--- config.mk ---
export PLATFORM = sky130hd
export DESIGN_NAME = cftn_ctrl
export DESIGN_NICKNAME = d
export VERILOG_FILES = /design/src/hw/rtl/cftn_pkg.sv /design/src/hw/rtl/cftn_ctrl.sv
export SDC_FILE = /design/constraint.sdc
export NUM_CORES = 1
export LEC_CHECK = 0
export CELL_PAD_IN_SITES_DETAIL_PLACEMENT = 1
export CELL_PAD_IN_SITES_GLOBAL_PLACEMENT = 2
export CORE_ASPECT_RATIO = 0.75
export CORE_MARGIN = 5
export CORE_UTILIZATION = 33
export DETAILED_ROUTE_END_ITERATION = 7
export DONT_BUFFER_PORTS = 1
export GPL_ROUTABILITY_DRIVEN = 0
export MAX_ROUTING_LAYER = met4
export PLACE_DENSITY_LB_ADDON = 0.12
export SYNTH_ARGS = -nofsm -noshare
export SYNTH_HDL_FRONTEND = slang
export SYNTH_SLANG_ARGS = --single-unit
export TNS_END_PERCENT = 100
--- constraint.sdc ---
create_clock -name clk -period 1.6 [get_ports clk]
set_input_delay 0.32 -clock clk [delete_from_list [all_inputs] [get_ports clk]]
set_output_delay 0.32 -clock clk [all_outputs]
set_load 0.05 [all_outputs]
--- src/hw/rtl/cftn_pkg.sv ---
// cftn_pkg: shared constants, codes and word types of the frequency table normalizer
// used by every module of the block except cftn_ram; depends on nothing else
package cftn_pkg;

  localparam int MAX_CONTEXTS = 4;
  localparam int PROB_TOTAL   = 4096;
  localparam int COUNT_BITS   = 32;
  localparam int NBINS        = 256;

  localparam int SYM_W   = 8;
  localparam int CTX_W   = (MAX_CONTEXTS > 1) ? $clog2(MAX_CONTEXTS) : 1;
  localparam int CNT_W   = $clog2(MAX_CONTEXTS + 1);
  localparam int DEPTH   = MAX_CONTEXTS * NBINS;
  localparam int ADDR_W  = $clog2(DEPTH);
  localparam int PROB_W  = $clog2(PROB_TOTAL + 1);
  localparam int PROD_W  = COUNT_BITS + PROB_W;
  localparam int RUN_W   = PROD_W + SYM_W + 1;

  localparam logic [COUNT_BITS-1:0] COUNT_MAX = {COUNT_BITS{1'b1}};

  // input operations
  localparam logic [1:0] OP_TALLY = 2'd0;
  localparam logic [1:0] OP_NORM  = 2'd1;
  localparam logic [1:0] OP_READ  = 2'd2;
  localparam logic [1:0] OP_CLEAR = 2'd3;

  // status codes
  localparam logic [1:0] ST_OK      = 2'd0;
  localparam logic [1:0] ST_BAD_CTX = 2'd1;
  localparam logic [1:0] ST_NOFIX   = 2'd2;

  // result kinds
  localparam logic KIND_STATUS = 1'b0;
  localparam logic KIND_READ   = 1'b1;

  // datapath micro-operations
  localparam int UOP_W = 5;
  localparam logic [UOP_W-1:0] DP_NOP      = 5'd0;
  localparam logic [UOP_W-1:0] DP_LATCH    = 5'd1;
  localparam logic [UOP_W-1:0] DP_CLR_STEP = 5'd2;
  localparam logic [UOP_W-1:0] DP_T_RD     = 5'd3;
  localparam logic [UOP_W-1:0] DP_T_WR     = 5'd4;
  localparam logic [UOP_W-1:0] DP_R_RD     = 5'd5;
  localparam logic [UOP_W-1:0] DP_R_OUT    = 5'd6;
  localparam logic [UOP_W-1:0] DP_N_CTX    = 5'd7;
  localparam logic [UOP_W-1:0] DP_N_EMPTY  = 5'd8;
  localparam logic [UOP_W-1:0] DP_N_RD     = 5'd9;
  localparam logic [UOP_W-1:0] DP_N_CHK    = 5'd10;
  localparam logic [UOP_W-1:0] DP_N_WB     = 5'd11;
  localparam logic [UOP_W-1:0] DP_N_ADV    = 5'd12;
  localparam logic [UOP_W-1:0] DP_N_FIX    = 5'd13;
  localparam logic [UOP_W-1:0] DP_N_SRD    = 5'd14;
  localparam logic [UOP_W-1:0] DP_N_SCHK   = 5'd15;
  localparam logic [UOP_W-1:0] DP_N_DONE   = 5'd16;
  localparam logic [UOP_W-1:0] DP_N_FAIL   = 5'd17;
  localparam logic [UOP_W-1:0] DP_N_B0RD   = 5'd18;
  localparam logic [UOP_W-1:0] DP_N_GRD    = 5'd19;
  localparam logic [UOP_W-1:0] DP_N_GCHK   = 5'd20;
  localparam logic [UOP_W-1:0] DP_N_G0     = 5'd21;
  localparam logic [UOP_W-1:0] DP_N_OUT    = 5'd22;

  typedef struct packed {
    logic [1:0]  op;
    logic [7:0]  symbol;
    logic [15:0] context_req;
  } in_word_t;

  typedef struct packed {
    logic        result_kind;
    logic [31:0] freq_value;
    logic [1:0]  status;
  } out_word_t;

  typedef struct packed {
    logic [UOP_W-1:0] uop;
  } dp_cmd_t;

  typedef struct packed {
    logic ctx_bad;
    logic tot_zero;
    logic bin_zero;
    logic div_done;
    logic s_last;
    logic fix_scan;
    logic found;
    logic c_last;
    logic b0_ok;
    logic clr_last;
  } dp_stat_t;

endpackage

--- src/hw/rtl/cftn_ctrl.sv ---
// cftn_ctrl: controller state machine sequencing the datapath one micro-operation a cycle
// depends on cftn_pkg
module cftn_ctrl
  import cftn_pkg::*;
(
  input  logic       clk,
  input  logic       rst_n,
  input  logic       start,
  input  logic [1:0] in_op,
  input  dp_stat_t   stat,
  output dp_cmd_t    cmd,
  output logic       busy
);

  localparam logic [4:0] S_IDLE   = 5'd0;
  localparam logic [4:0] S_CLR    = 5'd1;
  localparam logic [4:0] S_T_RD   = 5'd2;
  localparam logic [4:0] S_T_WR   = 5'd3;
  localparam logic [4:0] S_R_RD   = 5'd4;
  localparam logic [4:0] S_R_OUT  = 5'd5;
  localparam logic [4:0] S_N_CTX  = 5'd6;
  localparam logic [4:0] S_N_EMP  = 5'd7;
  localparam logic [4:0] S_N_RD   = 5'd8;
  localparam logic [4:0] S_N_CHK  = 5'd9;
  localparam logic [4:0] S_N_DIV  = 5'd10;
  localparam logic [4:0] S_N_WB   = 5'd11;
  localparam logic [4:0] S_N_ADV  = 5'd12;
  localparam logic [4:0] S_N_FIX  = 5'd13;
  localparam logic [4:0] S_N_SRD  = 5'd14;
  localparam logic [4:0] S_N_SCHK = 5'd15;
  localparam logic [4:0] S_N_DONE = 5'd16;
  localparam logic [4:0] S_N_FAIL = 5'd17;
  localparam logic [4:0] S_N_B0RD = 5'd18;
  localparam logic [4:0] S_N_B0CK = 5'd19;
  localparam logic [4:0] S_N_GRD  = 5'd20;
  localparam logic [4:0] S_N_GCHK = 5'd21;
  localparam logic [4:0] S_N_G0   = 5'd22;
  localparam logic [4:0] S_N_OUT  = 5'd23;

  logic [4:0] state_r, state_nxt;

  // next state and micro-operation
  always_comb begin
    state_nxt = state_r;
    cmd.uop   = DP_NOP;
    case (state_r)
      S_IDLE: begin
        if (start) begin
          cmd.uop = DP_LATCH;
          case (in_op)
            OP_TALLY: state_nxt = S_T_RD;
            OP_NORM:  state_nxt = S_N_CTX;
            OP_READ:  state_nxt = S_R_RD;
            default:  state_nxt = S_CLR;
          endcase
        end
      end
      S_CLR: begin
        cmd.uop = DP_CLR_STEP;
        if (stat.clr_last) state_nxt = S_IDLE;
      end
      S_T_RD: begin
        cmd.uop   = DP_T_RD;
        state_nxt = stat.ctx_bad ? S_IDLE : S_T_WR;
      end
      S_T_WR: begin
        cmd.uop   = DP_T_WR;
        state_nxt = S_IDLE;
      end
      S_R_RD: begin
        cmd.uop   = DP_R_RD;
        state_nxt = S_R_OUT;
      end
      S_R_OUT: begin
        cmd.uop   = DP_R_OUT;
        state_nxt = S_IDLE;
      end
      S_N_CTX: begin
        cmd.uop   = DP_N_CTX;
        state_nxt = stat.tot_zero ? S_N_EMP : S_N_RD;
      end
      S_N_EMP: begin
        cmd.uop   = DP_N_EMPTY;
        state_nxt = S_N_DONE;
      end
      S_N_RD: begin
        cmd.uop   = DP_N_RD;
        state_nxt = S_N_CHK;
      end
      S_N_CHK: begin
        cmd.uop   = DP_N_CHK;
        state_nxt = stat.bin_zero ? S_N_ADV : S_N_DIV;
      end
      S_N_DIV: begin
        if (stat.div_done) state_nxt = S_N_WB;
      end
      S_N_WB: begin
        cmd.uop   = DP_N_WB;
        state_nxt = S_N_ADV;
      end
      S_N_ADV: begin
        cmd.uop   = DP_N_ADV;
        state_nxt = stat.s_last ? S_N_FIX : S_N_RD;
      end
      S_N_FIX: begin
        cmd.uop   = DP_N_FIX;
        state_nxt = stat.fix_scan ? S_N_SRD : S_N_DONE;
      end
      S_N_SRD: begin
        cmd.uop   = DP_N_SRD;
        state_nxt = S_N_SCHK;
      end
      S_N_SCHK: begin
        cmd.uop = DP_N_SCHK;
        if (stat.found) state_nxt = S_N_DONE;
        else if (stat.s_last) state_nxt = S_N_FAIL;
        else state_nxt = S_N_SRD;
      end
      S_N_DONE: begin
        cmd.uop   = DP_N_DONE;
        state_nxt = stat.c_last ? S_N_B0RD : S_N_CTX;
      end
      S_N_FAIL: begin
        cmd.uop   = DP_N_FAIL;
        state_nxt = S_N_OUT;
      end
      S_N_B0RD: begin
        cmd.uop   = DP_N_B0RD;
        state_nxt = S_N_B0CK;
      end
      S_N_B0CK: begin
        state_nxt = stat.b0_ok ? S_N_OUT : S_N_GRD;
      end
      S_N_GRD: begin
        cmd.uop   = DP_N_GRD;
        state_nxt = S_N_GCHK;
      end
      S_N_GCHK: begin
        cmd.uop = DP_N_GCHK;
        if (stat.found) state_nxt = S_N_G0;
        else if (stat.s_last) state_nxt = S_N_FAIL;
        else state_nxt = S_N_GRD;
      end
      S_N_G0: begin
        cmd.uop   = DP_N_G0;
        state_nxt = S_N_OUT;
      end
      S_N_OUT: begin
        cmd.uop   = DP_N_OUT;
        state_nxt = S_IDLE;
      end
      default: begin
        state_nxt = S_IDLE;
      end
    endcase
  end

  // state register, reset starts the clearing pass
  always_ff @(posedge clk) begin
    if (!rst_n) begin
      state_r <= S_CLR;
    end else begin
      state_r <= state_nxt;
    end
  end

  assign busy = (state_r != S_IDLE);

endmodule

# Word level (Yosys, flattened, before mapping)
# Index checks and enable logic that the tools add are counted.
# word_totals
register_bits	5
latch_bits	0
ramBits	0
rom_bits	0
out_inout_bits	6
wordCells	52
n_memories	0
# op_classes
addsub	0
n_mul	0
div	0
magnitude_cmp	0
n_eq_ne	28
shifts	0
mux	18
bitwise	0
reduce_logical	5
# op_table
op	count
$pmux W5 S22	1
$pmux W5 S20	1
$eq A5 B4 Y1 const B	8
$eq A5 B5 Y1 const B	8
$mux W5	7
$eq A5 B3 Y1 const B	4
$mux W3	4
$eq A5 B2 Y1 const B	2
$pmux W3 S3	1
$ne A2 B2 Y1 const B	3
$eq A5 B1 Y1 const B	1
$logic_not A5 Y1	1
$reduce_bool A5 Y1	1
$mux W2	2
$mux W4	1
$reduce_and A3 Y1	1
$eq A2 B1 Y1 const B	1
$eq A2 B2 Y1 const B	1
$logic_not A2 Y1	1
$reduce_or A2 Y1	1
$mux W1	1

# Longest topological paths before layout
# depth
word_depth	4
mapped_depth	7

# Worst setup path before layout
# Ideal clock, no wire load.
# synth_timing
kind	reg2out
start	register state_r[4]
end	output cmd[2] (netlist name)
arrival_ps	2048
required_time_ps	1280
path_slack_ps	-768
stages_incl_launch_ff	5
path_cell_list	dfxtp_1 clkbuf_8 buf_2 nand2b_1 o32ai_1
# synth_lines
element	line	text
from (decl)	cftn_ctrl.sv:40	logic [4:0] state_r, state_nxt;
from (signal assigned)	cftn_ctrl.sv:163	state_r <= state_nxt;
to (decl)	cftn_ctrl.sv:11	output dp_cmd_t cmd,

==> run_results.csv <==
group,metric,value,unit
timing,drv_slew,0,
pwr,p_comb_frac,0.373,
timing,setup_viol,9,
job,drv_cap,0,
critical_path,crit_type,"reg -> out",
clocking,cts_made_buffers,3,
die,fp-row-count,16,
clocking,clkLatencyLatePin,230,ps
drt,drt-initial-drc-count,85,
critical_path,cp_data_required_time,1280,ps
global_routing,grt_pass1_vias,1400,
clocking,clockBufferDepth,2,
critical_path,path_common_cell,"buf_12",
yosys,ys_seq_elements,5,
place,io_buffer_count,0,
global_routing,grt_pass1_wl,7.51,mm
place,place_hpwl,2.75,mm
critical_path,crit_slowest_cell,"dfxtp_4",
clocking,cts_max_level,1,
global_routing,track_usage,0.250,
critical_path,crit_fanout,5,
pwr,seqPwrFrac,0.210,
yosys,ys_warn_count,0,
drt,drt-wirelength-per-cell,27.8,microns
yosys,synth_area_per_cell,6.91,sq um
final_layout,largest_reg_flops,5,
pwr,leakage,0.734,nW
drt,vias,1441,
global_routing,grt_max_degree,13,
timing,holdWs,238,ps
timing,maxSlewHeadroom,0.788,
global_routing,antenna_found_initial,0,
final_layout,regMostFlops,"state_r",
drt,via_per_inst,6.55,
yosys,syn_inst,131,
critical_path,cp-startpoint,"state_r[1]",
yosys,synth-edff-count,0,
timing,fin_crit,1890,ps
yosys,syn_nets,149,
final_layout,regArea,119,sq um
die,io_pins,21,
timing,finalHoldViolations,0,
yosys,synthesis.area,905,sq um
global_routing,grt_overflow,0,
critical_path,start_kind,"flop",
final_layout,mostFrequentLayoutCell,"buf_4",
hold_path,worstHoldStart,"rst_n",
final_layout,syn_to_final_growth,97.0,%
yosys,ys_seq_area_frac,0.111,
final_layout,mostFrequentLayoutCells,"38 x buf_4, 13 x buf_6, 10 x nor2_1",
yosys,yosysUniqueCellTypes,49,
pwr,vdd_drop_max,0.201,mV
pwr,p_per_area,337,nW/um^2
final_layout,nets,203,
drt,wirelength,6.12,mm
status,violations,"setup timing",
final_layout,reg_top3,"state_r x5",
pwr,clockPowerShare,0.416,
timing,finalCritPeriodShare,1.18,
drt,drc,0,
die,die_x,70.5,microns
pwr,power.total,601,uW
critical_path,crit_arrival,1570,ps
hold_path,hold_path.class,"in -> reg",
critical_path,r2r_start,"state_r[0]",
drt,drtAntennaViolNets,0,
critical_path,r2r_setup_slack,-130,ps
pwr,sw_frac_of_total,0.337,
critical_path,cpPeakStageDelay,360,ps
drt,first_pass_iters,5,
status,outcome,"complete, but fails checks",
pwr,p_switching,202,uW
yosys,async_flop_share,0,
die,initial_utilization,0.345,
die,dieArea,3900,sq um
die,core-area,2620,sq um
critical_path,worstSetupEndpointType,"output port",
pwr,p_int,398,uW
clocking,cts_tree,"built",
timing,max_freq,529,MHz
clocking,clockRootBuffer,"clkbuf_8",
final_layout,multiInputGateArea,926,sq um
timing,worst_slack,-290,ps
final_layout,diodes,0,
clocking,clkTransAtPathRegs,40,ps
critical_path,crit_chain,"buf_12 > nor2b_1 > a21oi_1 > o22a_1 > o32ai_4 > buf_12",
timing,fin_skew,4.64,ps
timing,rsz0062_at_grt,"true",
yosys,synthFlopType,"dfxtp_1",
die,die-height,55.3,microns
final_layout,drive_gt1_frac,0.641,
timing,worst_pin_slew,317,ps
clocking,cts_sinks,5,
final_layout,fill_cells,291,
==> worst paths after layout <==
| check | end | depth (start not counted) |
|---|---|---|
| max | cmd[2] | 6 |
| min | state_r[0] | 1 |
| max reg2reg | state_r[0] | 6 |
| min reg2reg | state_r[2] | 4 |
==> cells by family after synthesis <==
logic type / count (synthesis) / synth area share
xor+xnor: 1 / 0.00968
buf+inv: 17 / 0.147
fa+ha+maj: 3 / 0.0415
compound gates: 46 / 0.347
flops: 5 / 0.111
simple gates: 59 / 0.344
==> layout make-up <==
cell class                      count  area share
Multi-Input combinational cell    109       0.520
Timing Repair Buffer               61       0.350
Inverter                            5      0.0126
Tap cell                           36      0.0253
Clock buffer                        4      0.0253
Sequential cell                     5      0.0667
==> routing by layer <==
metal | track usage | wire (microns) | vias to the layer above | part of all wire
li1 | - | - | 593 | -
met1 | 0.291 | 2350 | 693 | 0.38
met2 | 0.424 | 2920 | 115 | 0.48
met3 | 0.0471 | 570 | 40 | 0.093
met4 | 0.0956 | 282 | 0 | 0.046
met5 | - | 0 | - | 0
==> worst max-delay path: cells and delay by family (launching register included) <==
| kind | cells | cell delay, ps |
|---|---|---|
| AO/OA/AOI/OAI | 3 | 480 |
| buffers and inverters | 2 | 310 |
| flip-flops | 1 | 360 |
| AND/OR/NAND/NOR | 1 | 190 |
==> power groups by stage <==
| stage | logic (mW) | clock network, mW | registers, mW |
|---|---|---|---|
| floorplan | 0.0959 | 0 | 0.132 |
| global placement | 0.140 | 0 | 0.137 |
| detailed placement | 0.143 | 0 | 0.138 |
| CTS | 0.178 | 0.241 | 0.130 |
| global route | 0.234 | 0.258 | 0.127 |
| finish | 0.224 | 0.250 | 0.126 |
==> cells in the mapped netlist, types with 2 or more instances <==
| cell | n | area share |
|---|---|---|
| o31ai_1 | 2 | 0.017 |
| buf_6 | 3 | 0.037 |
| buf_2 | 5 | 0.028 |
| nand3b_1 | 2 | 0.017 |
| nand2b_1 | 6 | 0.041 |
| a211o_1 | 2 | 0.019 |
| a31oi_1 | 2 | 0.014 |
| o31a_1 | 2 | 0.019 |
| nor2_1 | 15 | 0.062 |
| nand3_1 | 3 | 0.017 |
| dfxtp_1 | 5 | 0.11 |
| nor3_1 | 4 | 0.022 |
| ha_1 | 3 | 0.041 |
| inv_1 | 5 | 0.021 |
| a21oi_1 | 9 | 0.050 |
| nor4_1 | 2 | 0.014 |
| nand2_1 | 14 | 0.058 |
| o21ai_0 | 12 | 0.066 |
| nor2b_1 | 2 | 0.014 |
| clkbuf_8 | 4 | 0.061 |
==> through the flow <==
step / std cells / setup TNS, ps / util / instance area (sq um) / setup WS (ps)
floorplan: 131 / -148 / - / 988 / -60.6
global placement: 191 / -670 / 0.479 / 1250 / -143
detailed placement: 191 / -1420 / 0.479 / 1250 / -220
CTS: 207 / -657 / 0.589 / 1540 / -155
global route: 220 / -1760 / 0.679 / 1780 / -314
finish: 220 / -1360 / 0.679 / 1780 / -290
==> timing repair <==
action | 4_1_cts | 5_1_grt
setup buffers | 14 | 11
resized for setup | 42 | 39
pin swaps | 15 | 15
endpoints found under the setup margin | 10 | 10
hold buffers | 0 | 0
cloned | 1 | 2
Power figures use the tool's default switching activity.
